[config.mk]
export PLATFORM = sky130hd
export DESIGN_NAME = zoqs_ctrl
export DESIGN_NICKNAME = d
export VERILOG_FILES = /design/src/hdl/zoqs_pkg.sv /design/src/hdl/zoqs_ctrl.sv
export SDC_FILE = /design/constraint.sdc
export NUM_CORES = 1
export LEC_CHECK = 0
export BUFFER_PORTS_ARGS = -buffer_cell sky130_fd_sc_hd__clkbuf_2
export CORE_AREA = 2 2 39 41
export CTS_BUF_LIST = sky130_fd_sc_hd__clkbuf_2 sky130_fd_sc_hd__clkbuf_4 sky130_fd_sc_hd__clkbuf_8
export CTS_CLUSTER_SIZE = 25
export DETAILED_ROUTE_END_ITERATION = 8
export DIE_AREA = 0 0 41 43
export MAX_ROUTING_LAYER = met4
export PLACE_DENSITY_LB_ADDON = 0.1
export SLEW_MARGIN = 20
export SYNTH_ARGS = -nofsm -noshare
export SYNTH_HDL_FRONTEND = slang
export SYNTH_SLANG_ARGS = --single-unit
[constraint.sdc]
create_clock -name clk -period 3.21 [get_ports clk]
set_input_delay 0.4815 -clock clk [delete_from_list [all_inputs] [get_ports clk]]
set_output_delay 0.4815 -clock clk [all_outputs]
set_load 0.005 [all_outputs]
[src/hdl/zoqs_pkg.sv]
`default_nettype none

package zoqs_pkg;

  localparam int OP_W   = 2;
  localparam int KIND_W = 3;
  localparam int VAL_W  = 16;
  localparam int POS_W  = 16;
  localparam int ID_W   = 8;
  localparam int WIN_W  = 17;
  localparam int KEY_W  = 32;

  typedef enum logic [OP_W-1:0] {
    OP_LOAD  = 2'd0,
    OP_TICK  = 2'd1,
    OP_CLEAR = 2'd2
  } op_t;

  typedef enum logic [KIND_W-1:0] {
    KIND_ADD    = 3'd0,
    KIND_REMOVE = 3'd1,
    KIND_ANSWER = 3'd2,
    KIND_DONE   = 3'd3,
    KIND_REJECT = 3'd4
  } kind_t;

  // Source of the next output result.
  typedef enum logic [1:0] {
    OSEL_REJECT = 2'd0,
    OSEL_DONE   = 2'd1,
    OSEL_STEP   = 2'd2
  } osel_t;

  typedef struct packed {
    logic [VAL_W-1:0] left;
    logic [VAL_W-1:0] right;
    logic [ID_W-1:0]  id;
  } zoqs_entry_t;

  typedef struct packed {
    logic  capture;    // latch load request, open hole at table end
    logic  clear;      // empty the batch
    logic  ins_read;   // read entry just below the hole
    logic  ins_shift;  // move read entry up into the hole, read next one down
    logic  ins_place;  // write new query into the hole, bump count
    logic  tick_read;  // read entry at sweep cursor
    logic  out_load;   // load output register
    osel_t out_sel;
  } zoqs_cmd_t;

  typedef struct packed {
    logic load_bad;    // live load request must be rejected
    logic sweep_done;  // cursor has reached the count
    logic count_zero;
    logic key_gt;      // read entry key above new key
    logic hole_one;
    logic out_free;
  } zoqs_status_t;

  // Bit-interleave: x bit i to key bit 2i, y bit i to key bit 2i+1.
  function automatic logic [KEY_W-1:0] morton(input logic [VAL_W-1:0] x,
                                              input logic [VAL_W-1:0] y,
                                              input int unsigned pairs);
    logic [KEY_W-1:0] z;
    z = '0;
    for (int i = 0; i < VAL_W; i++) begin
      if (i < pairs) begin
        z[2*i]   = x[i];
        z[2*i+1] = y[i];
      end
    end
    return z;
  endfunction

endpackage

`default_nettype wire

[src/hdl/zoqs_ctrl.sv]
`default_nettype none

module zoqs_ctrl (
  input  logic                      clk,
  input  logic                      rst,
  input  logic                      s_tvalid,
  input  logic [1:0]                op,
  output logic                      s_tready,
  input  zoqs_pkg::zoqs_status_t    status,
  output zoqs_pkg::zoqs_cmd_t       cmd
);
  import zoqs_pkg::*;

  typedef enum logic [2:0] {
    ST_IDLE,
    ST_INS_RD,
    ST_INS_CMP,
    ST_INS_PUT,
    ST_EMIT
  } state_t;

  state_t state, state_next;
  osel_t  osel, osel_next;
  op_t    op_code;

  assign op_code  = op_t'(op);
  assign s_tready = (state == ST_IDLE);

  always_comb begin
    cmd        = '0;
    state_next = state;
    osel_next  = osel;
    unique case (state)
      ST_IDLE: begin
        if (s_tvalid) begin
          unique case (op_code)
            OP_LOAD: begin
              if (status.load_bad) begin
                osel_next  = OSEL_REJECT;
                state_next = ST_EMIT;
              end else begin
                cmd.capture = 1'b1;
                state_next  = status.count_zero ? ST_INS_PUT : ST_INS_RD;
              end
            end
            OP_TICK: begin
              if (status.sweep_done) begin
                osel_next = OSEL_DONE;
              end else begin
                cmd.tick_read = 1'b1;
                osel_next     = OSEL_STEP;
              end
              state_next = ST_EMIT;
            end
            OP_CLEAR: cmd.clear = 1'b1;
            default: ;
          endcase
        end
      end
      ST_INS_RD: begin
        cmd.ins_read = 1'b1;
        state_next   = ST_INS_CMP;
      end
      ST_INS_CMP: begin
        if (status.key_gt) begin
          cmd.ins_shift = 1'b1;
          if (status.hole_one) state_next = ST_INS_PUT;
        end else begin
          cmd.ins_place = 1'b1;
          state_next    = ST_IDLE;
        end
      end
      ST_INS_PUT: begin
        cmd.ins_place = 1'b1;
        state_next    = ST_IDLE;
      end
      ST_EMIT: begin
        if (status.out_free) begin
          cmd.out_load = 1'b1;
          cmd.out_sel  = osel;
          state_next   = ST_IDLE;
        end
      end
      default: state_next = ST_IDLE;
    endcase
  end

  always_ff @(posedge clk) begin
    if (rst) begin
      state <= ST_IDLE;
      osel  <= OSEL_DONE;
    end else begin
      state <= state_next;
      osel  <= osel_next;
    end
  end

endmodule

`default_nettype wire

==> results summary, run 1 <==
The flow ran to the end, and the final reports show no timing, DRC or antenna violations. The smallest hold slack is 473 ps. The initial antenna violation count came out at 0. STA classifies the critical path endpoint as a primary output.

The number of unique standard cell types used by synthesis is 30. CTS placed an instance of clkbuf_4 at the clock tree root. The most common cell after layout, fill and taps aside is clkbuf_2. The number of buffers created by CTS is 3. The remaining routing DRC violations came out at 0. The routed layout has between 400 and 500 vias. The detailed router finished its first iteration with 5 violations.

The hold violation count in the final report came to 0. The half-perimeter wire length after placement came out at 717 microns. The path class of the tightest hold or removal check is flip-flop to flip-flop. The mean routed wirelength per cell is 10.4 microns. The first detailed-routing pass took 4 iterations.

The power density over the cells came out at 379 nW/um^2. TritonCTS built the clock tree. For the worst-skew pair, the clock arrives at the later sink with an insertion delay of 240 ps. The cell count after synthesis came out at 44.

After clock tree synthesis, the clock-pin slew on the worst setup and hold paths is approximately 40 ps. The area share of the largest cell type after synthesis is about 27%. The wire length of the first global-routing pass is 1.26 mm. The average via count per standard cell came out at 5.06. The starting density of the core is 26.8%. The die is 43 microns tall.

Relative to the synthesized area, the layout overhead comes to 35.5%. The arrival time of the worst setup path came out at roughly 1500 ps. The remaining antenna violation count after routing came out at 0.

Setup repair after global routing left no endpoint under its margin. The synthesis-stage register bit count is 5. The site row count is 14. The via count of the first global-routing pass came out at 343. The worst relative slew slack is 78.1%. The final-layout fill cell count is 159.

At the pin with the least slew margin, the transition time is 326 ps. Of all cell types, the one taking the most synthesized area is dfxtp_1. The type of element launching the critical path is a flip-flop.

The total negative slack for setup checks came out at 0 ps. During placement, the flow inserted port buffers numbering 20. The number of placed I/O pins came out at 21. The number of warnings issued by yosys is 0. The total of cells resized after clock tree synthesis is 0.

Post-CTS timing repair inserted 0 buffers for setup. In this run the static leakage power is ~0.23 nW. The number of nets handed over by synthesis was 55. The clock period minus worst slack is approximately 2000 ps. The number of maximum-capacitance violations came out at 0.

The x dimension of the die is 41 microns. The worst clock skew came out at 4.17 ps. The global placement routability congestion is just under 0.7. In the layout the commonest cells are 20 x clkbuf_2, 5 x dfxtp_1, 4 x clkbuf_4. The critical path is of the flip-flop to primary output type. The share of post-route cells with drive strength above 1 came out at between 40% and 50%. The maximum clock path buffer count is 2. The cell area that synthesis handed to floorplanning was roughly 370 sq um.

The antenna cell count came out at 0. The core footprint is between 1000 and 1500 sq um. Along the worst path, the maximum fanout reaches 8.

The remaining global-route overflow is 0. Data on the critical path is required at its endpoint by about 2700 ps. The hold-fix buffer count after cts is 0. The upper clock frequency limit is 494 MHz. The number of levels the H-tree was split into is 1.

The count of endpoints failing setup in the final report came out at 0. The final worst-path cycle share is 63.0%. The net count of the finished layout is 78. Averaged over all synthesized cells, the footprint is around 8.4 sq um. The total die area came out at around 1800 sq um.

The pin count of the biggest net entering global routing is 10. The count of pins over their slew limit is 0. For this run, the register share of the synthesized area comes to between 20% and 30%. The global-route usage over all layers is 10.6%.

The total wirelength of the detailed-routed design came out at about 850 microns. By area the synthesized netlist is led by dfxtp_1 27%, nor3b_1 6.1%, nor4_1 5.1%. The number of clock sinks came out at 5. The worst voltage drop across the vdd grid is 0.000184 V.
==> worst max-delay path, stage by stage (launching register included) <==
cell,delay (ps)
dfxtp_1,370
or3_4,450
inv_2,100
nand2_1,60
nor3b_1,190
clkbuf_2,140
==> where the power goes <==
group | switching [mW] | leakage (nW) | internal [mW]
logic | 0.0202 | 0.175 | 0.0212
registers | 0.00414 | 0.0408 | 0.0656
clock network | 0.0236 | 0.0184 | 0.0553
total | 0.0479 | 0.234 | 0.142
==> through the flow <==
step           setup slack (ps)  instance area, sq um  instances  utilization [%]  total power [mW]
2_1_floorplan              1550                   370         44                -            0.0966
3_3_place_gp               1470                   472         78             34.1             0.113
3_5_place_dp               1420                   472         78             34.1             0.113
4_1_cts                    1150                   502         82             36.3             0.194
5_1_grt                    1080                   502         82             36.3             0.204
6_report                   1190                   502         82             36.3             0.190
==> synthesized netlist by cell type, drive strengths merged <==
cell type  n
a311o      1
nor2       2
nor3b      3
nand4b     1
mux2i      1
dfxtp      5
inv        3
a22oi      1
or3        1
nor4       3
nor2b      1
and2       2
o31a       1
and4bb     1
nor3       1
nand3b     1
o31ai      1
and2b      1
a221o      1
a21oi      2
a2111oi    1
o21ai      1
and3       1
nand2b     2
a21bo      1
buf        2
nand3      1
nand2      2
==> worst paths after layout <==
check	slack, ps	start	endpoint	cells after the start
setup / recovery	1190	state[1]$_SDFFE_PP0P_	cmd[7]	5
hold / removal	470	osel[1]$_SDFFE_PP0P_	osel[1]$_SDFFE_PP0P_	2
setup reg to reg	1660	state[1]$_SDFFE_PP0P_	osel[0]$_SDFFE_PP1P_	3
hold reg to reg	470	osel[1]$_SDFFE_PP0P_	osel[1]$_SDFFE_PP0P_	2
==> final cells by class <==
type | instances | area [sq um] | share of cell area [%]
well taps | 16 | 20.0 | 3.99
inverters | 3 | 11.3 | 2.24
multi-input cells | 34 | 240 | 47.9
flip-flops and latches | 5 | 100 | 20.0
clock buffers | 4 | 30.0 | 5.99
repair buffers | 20 | 100 | 20.0
==> per-layer routing <==
metal  global-route usage, %  vias up  share of wire, %
met5                       -        -                 0
li1                        -      209                 -
met2                    16.9       11                53
met3                    4.71        0               4.1
met1                    11.0      195                43
met4                    4.00        0                 0
==> kinds of logic (layout without fill, tap and decap cells) <==
group                  Yosys count  count (layout)  synth area share (%)
buffers and inverters            5              27                  8.11
AO/OA/AOI/OAI                   10              10                  20.9
multiplexers                     1               1                  2.70
AND/OR/NAND/NOR                 23              23                  41.2
flip-flops                       5               5                  27.0
==> flip-flops by register name, indices dropped and copies added, names as in the netlist <==
register  flops
osel          2
state         3
Note: power is estimated with default switching activity, not from simulation.
==> run 2, diff against run 1 <==
Clock period 3.21 ns to 2.1 ns, I/O delays scaled along.
==> run 2 against run 1 <==
  * Sequential share of layout area unchanged
  * Count of clock-buffer cells in the layout is the same
  * Non-clock buffer count unchanged
  * Cell count is the same
  * Register-to-register slack lost 1100 ps
  * Hold slack worse by 160 ps
  * Utilization unchanged
  * Clock skew up 1.9 ps
  * Combinational power increased by 53%
  * Via count increased by 0.72%
  * Sequential power grew 54%
  * First-iteration DRC count rose to 2.6 times the previous value
==> results summary, run 2 (synthesis results as in run 1) <==
The vertical die dimension is 43 microns (unchanged). The average via count per standard cell is 5.10 (+0.72%). The detailed-router iteration count before antenna repair is 4 (unchanged). The total wirelength of the detailed-routed design was 899 microns (+5.3%). The latest clock arrival within the worst-skew pair came out at 240 ps (about the same). The worst relative slew slack is 79.0% (+0.92 points). The global placement routability congestion is 0.685 (about the same). The number of clock sinks came out at 5 (unchanged). The count of endpoints failing setup in the final report is 0 (unchanged). Leaving out fill and tap cells, the most frequent cells in the layout are 20 x clkbuf_2, 5 x dfxtp_1, 4 x clkbuf_4. STA classifies the critical path endpoint as a primary output.

The most common cell after layout, fill and taps aside is clkbuf_2. The total of cells resized after clock tree synthesis is 0 (unchanged). Setup repair after global routing left no endpoint under its margin. TritonCTS built the clock tree. In this run the worst hold path is classified as primary input to flip-flop. The critical path class is flip-flop to primary output. The number of buffers inserted by port buffering came out at 20 (unchanged). The starting density of the core came out at 26.8% (unchanged). The final design area excluding fillers is 502 sq um (unchanged). The count of pins over their slew limit came out at 0 (unchanged). The remaining global-route overflow came out at 0 (unchanged). The flow ran to the end, and the final reports show no timing, DRC or antenna violations. The relative area change from synthesis to final layout came out at 35.5% (unchanged). The global-route usage over all layers is 10.8% (+0.21 points).

The initial antenna violation count is 0 (unchanged). The remaining antenna violation count after routing came to 0 (unchanged). The arrival time of the worst setup path came out at 1530 ps (about the same). Ranked by flip-flop count, first place goes to state. The number of setup buffers added after CTS is 0 (unchanged).

The clock input transition at the sequential cells of the worst setup and hold paths came out at 50 ps (about the same). The type of element launching the critical path is a flip-flop. The number of maximum-capacitance violations is 0 (unchanged). The maximum clock path buffer count came out at 2 (unchanged). The site row count came to 14 (unchanged).

The share of post-route cells with drive strength above 1 was 43.9% (unchanged). The overall power consumption is 0.292 mW (+54%). The hold-fix buffer count after cts came out at 0 (unchanged). The hold violation count in the final report is 0 (unchanged). The largest registers in the layout are state (3), osel (2). The total die area is 1760 sq um (unchanged). The slew at the pin closest to its max-slew limit is 307 ps (-18.8 ps). The footprint of the multi-input gates is 240 sq um (unchanged). The total via count after detailed routing came out at 418 (+0.72%).

The core footprint came out at 1380 sq um (unchanged). The via count of the first global-routing pass is 335 (-2.3%). The x dimension of the die came out at 41 microns (unchanged). The DRC violation total after the first TritonRoute iteration came out at 13 (+8). The largest fanout on the critical path is 9 (+1). The total negative slack for setup checks came out at 0 ps (unchanged). The number of placed I/O pins came out at 21 (unchanged). The number of buffers created by CTS is 3 (unchanged). The placed instance area came out at 472 sq um (unchanged). The final-layout fill cell count is 159 (unchanged). The critical path data required time came out at 1780 ps (-950 ps). The standby leakage power is 0.234 nW (unchanged).

The flip-flop count of the largest register after layout came out at 3 (unchanged). The pin count of the biggest net entering global routing is 10 (unchanged). The wire length of the first global-routing pass was 1.24 mm (-1.0%). The mean routed wirelength per cell is 11.0 microns (+5.3%). The net count reported at finish is 78 (unchanged). For this run, the top clock speed supported by timing is 543 MHz.

The storage element area came out at 100 sq um (unchanged). The remaining routing DRC violations is 0 (unchanged). The antenna cell count came out at 0 (unchanged). The clock period could shrink to between 1500 and 2000 ps. The final worst-path cycle share came out at 87.6%. The worst clock skew came out at 6.06 ps (+1.89 ps). The number of levels the H-tree was split into is 1 (unchanged). The clock tree root buffer cell is clkbuf_4. The power density over the cells came out at 583 nW/um^2 (+54%). The worst voltage drop across the vdd grid is 0.000212 V (+15%).
[run 2: cell counts in the layout (fill, tap and decap cells not counted)]
No cell type changed its count.
[run 2: path summary, 6_finish.rpt]
| kind | start | end | slack (ps) | depth (start not counted) |
|---|---|---|---|---|
| max | state[2]$_SDFFE_PP0P_ | cmd[7] | 260 | 5 |
| min | rst | osel[1]$_SDFFE_PP0P_ | 320 | 2 |
| max reg2reg | state[2]$_SDFFE_PP0P_ | osel[0]$_SDFFE_PP1P_ | 540 | 3 |
| min reg2reg | osel[1]$_SDFFE_PP0P_ | osel[1]$_SDFFE_PP0P_ | 470 | 2 |
[run 2: per-stage QoR]
stage | hold slack (ps) | utilization, % | std cells | setup WS (ps)
2_1_floorplan | 384 | - | 44 | 580
3_3_place_gp | 494 | 34.1 | 78 | 525
3_5_place_dp | 470 | 34.1 | 78 | 514
4_1_cts | 308 | 36.3 | 82 | 250
5_1_grt | 313 | 36.3 | 82 | 173
6_report | 315 | 36.3 | 82 | 259
[run 2: worst max-delay path, cell delays in order (launching register included)]
cell	delay (ps)
dfxtp_1	380
or3_4	430
inv_2	100
nand2_1	60
nor3b_1	180
clkbuf_2	140
[run 2: layout make-up]
type	count	share of cell area, %
multi-input combinational	34	47.9
sequential	5	20.0
timing repair buffer	20	20.0
clock buffer	4	5.99
tap	16	3.99
inverter	3	2.24
[run 2: metal layers]
layer  wire, microns  up-vias  GRT usage [%]  part of all wire [%]
li1                -      210              -                     -
met1             374      195           11.3                    42
met2             486       13           16.3                    54
met3              39        0           4.71                   4.3
met4               0        0           6.00                     0
met5               0        -              -                     0
[run 2: power breakdown]
group / switching (mW) / total (mW) / internal, mW
combinational: 0.0309 / 0.0633 / 0.0324
sequential: 0.00670 / 0.107 / 0.100
clock: 0.0376 / 0.122 / 0.0846
==> run 3, diff against run 2 <==
Settings changed: CTS_BUF_LIST sky130_fd_sc_hd__clkbuf_2 sky130_fd_sc_hd__clkbuf_4 sky130_fd_sc_hd__clkbuf_8 to sky130_fd_sc_hd__clkbuf_8, RECOVER_POWER from default to 50, SLEW_MARGIN 20 to default.
==> run 3 against run 2 <==
  * Critical path depth did not move
  * Sequential power barely moved
  * Power grew 15%
  * Critical endpoint unchanged
  * Clock power up 39%
  * Maximum frequency down 1.6%
  * Register-to-register slack worse by 40 ps
  * Worst setup slack got worse by 31 ps
  * Die area unchanged
  * Cell count unchanged
  * Utilization up 0.63 points
  * Wire length increased by 1.1%
  * Critical path type unchanged
==> results summary, run 3 (synthesis results as in run 1) <==
The remaining routing DRC violations is 0 (unchanged). The type of element launching the critical path is a flip-flop. The antenna cell count came out at 0 (unchanged). The global placement routability congestion was 0.685 (unchanged). The upper clock frequency limit is 534 MHz (-1.6%). The slew at the pin closest to its max-slew limit is 311 ps (+4.27 ps). The count of pins over their slew limit is 0 (unchanged). The final worst-path cycle share came out at 89.1% (+1.5 points). The library cells used most frequently in the layout, excluding fill and tap cells, are 19 x clkbuf_2, 5 x dfxtp_1.

Compared with the post-synthesis result, the final layout area differs by 37.8%. The clock period minus worst slack is 1870 ps (+30.7 ps). The x dimension of the die is 41 microns (unchanged). The pin count of the biggest net entering global routing came out at 10 (unchanged). The standby leakage power is 0.241 nW (+2.7%). The flip-flop count of the largest register after layout was 3 (unchanged). The largest fanout on the critical path came out at 9 (unchanged). The number of buffers inserted by port buffering was 20 (unchanged).

The slowest library cell on the worst path is or3_1. The average via count per standard cell is 5.09 (-0.24%). The remaining global-route overflow came out at 0 (unchanged). The worst voltage drop across the vdd grid was 0.000265 V (+25%). The net count reported at finish is 78 (unchanged).

The final-layout fill cell count is 154 (-3.1%). The total wirelength of the detailed-routed design is 909 microns (+1.1%). The worst relative slew slack is 78.7% (-0.29 points). The remaining antenna violation count after routing came to 0 (unchanged). The total negative slack for setup checks was 0 ps (unchanged). The utilization after layout came to 36.9% (+0.63 points). The detailed-router iteration count before antenna repair is 4 (unchanged).

The worst clock skew is 2.56 ps (-3.49 ps). The core footprint is 1380 sq um (unchanged). The flow ran to the end, and the final reports show no timing, DRC or antenna violations. The site row count is 14 (unchanged). The critical path is of the flip-flop to primary output type. The path class of the lowest-slack min-delay path is primary input to flip-flop. The number of clock sinks came out at 5 (unchanged). The worst setup path is captured at a primary output. The footprint of the multi-input gates came out at 235 sq um (-2.1%). The arrival time of the worst setup path came out at 1560 ps (+30 ps).

The DRC violation total after the first TritonRoute iteration was 16 (+3). The power density over the cells came out at 661 nW/um^2 (+13%). The latest clock arrival within the worst-skew pair came to 220 ps (-20 ps). The starting density of the core came out at 26.8% (unchanged). The total via count after detailed routing is 417 (-0.24%). Leaving out fill and tap cells, the most frequent cell in the layout is clkbuf_2. The maximum clock path buffer count came out at 2 (unchanged).

The vertical die dimension is 43 microns (unchanged). The total of cells resized after clock tree synthesis was 0 (unchanged). The critical path data required time came to 1780 ps (about the same). Setup repair after global routing left no endpoint under its margin. The share of post-route cells with drive strength above 1 was 39.4% (-4.5 points).

The root buffer cell chosen for the clock tree is clkbuf_8. The mean routed wirelength per cell was 11.1 microns (+1.1%). The wire length of the first global-routing pass came out at 1.26 mm (+1.0%). The number of placed I/O pins is 21 (unchanged). The largest registers in the layout are state (3), osel (2).

The smallest hold slack is 338 ps (+22.8 ps). The initial antenna violation count came out at 0 (unchanged). The critical path's largest stage delay came out at 460 ps (+30 ps). The via count of the first global-routing pass came out at 336 (+0.30%). The hold-fix buffer count after cts is 0 (unchanged). The number of setup buffers added after CTS is 0 (unchanged). The TritonCTS clock tree is yes. The number of levels the H-tree was split into came out at 1 (unchanged).

The setup slack after placement is 514 ps (unchanged). Counting flops per register, the top entry is state. Walking the worst path, the cells encountered are or3_1 > inv_2 > nand2_1 > nor3b_1 > clkbuf_2. The setup slack of the critical path after layout came out at 229 ps (-30.7 ps). The clock input transition at the sequential cells of the worst setup and hold paths is 40 ps (about the same). The total die area is 1760 sq um (unchanged). The global-route usage over all layers came out at 10.9% (+0.10 points). The hold violation count in the final report came out at 0 (unchanged). The storage element area is 100 sq um (unchanged). The number of buffers created by CTS is 3 (unchanged). The number of maximum-capacitance violations is 0 (unchanged). The count of endpoints failing setup in the final report came out at 0 (unchanged).
-- run 3: changes by cell type in the layout (fill, tap and decap cells not counted) --
cell / delta
clkbuf_8: +3
clkbuf_4: -4
clkbuf_2: -1
or3_4: -1
clkbuf_1: +1
inv_1: +1
or3_1: +1
-- run 3: layout make-up --
type | count | share of cell area, %
Inverter | 3 | 2.21
Multi-Input combinational cell | 34 | 46.1
Clock buffer | 3 | 8.09
Tap cell | 16 | 3.92
Timing Repair Buffer | 20 | 19.4
Sequential cell | 5 | 19.6
Clock inverter | 1 | 0.735
-- run 3: per-layer routing --
layer / share of wire, % / GRT usage [%]
met5: 0 / -
met2: 53 / 16.3
met4: 0 / 6.00
met1: 42 / 11.7
met3: 4.3 / 4.71
-- run 3: final timing paths --
check                        startpoint                   end  slack [ps]  depth (start not counted)
hold / removal                      rst  osel[1]$_SDFFE_PP0P_         340                          2
hold reg to reg    osel[1]$_SDFFE_PP0P_  osel[1]$_SDFFE_PP0P_         470                          2
setup reg to reg  state[2]$_SDFFE_PP0P_  osel[0]$_SDFFE_PP1P_         500                          3
setup / recovery  state[2]$_SDFFE_PP0P_                cmd[7]         230                          5
-- run 3: through the flow --
| stage | cell area (sq um) | std cells | total power [mW] |
|---|---|---|---|
| 6_report | 510 | 82 | 0.337 |
| 5_1_grt | 510 | 82 | 0.362 |
| 4_1_cts | 517 | 82 | 0.346 |
| 3_5_place_dp | 472 | 78 | 0.172 |
| 3_3_place_gp | 472 | 78 | 0.172 |
| 2_1_floorplan | 370 | 44 | 0.148 |
-- run 3: report_power, final --
part | leakage, nW | switching (mW) | total, mW | internal [mW]
combinational | 0.173 | 0.0311 | 0.0613 | 0.0302
clock | 0.0269 | 0.0440 | 0.169 | 0.125
sequential | 0.0408 | 0.00647 | 0.107 | 0.101
-- run 3: worst max-delay path: cells and delay by family (launching register included) --
family | cells | cell delay (ps)
simple gates | 3 | 700
buf+inv | 2 | 260
flops | 1 | 380
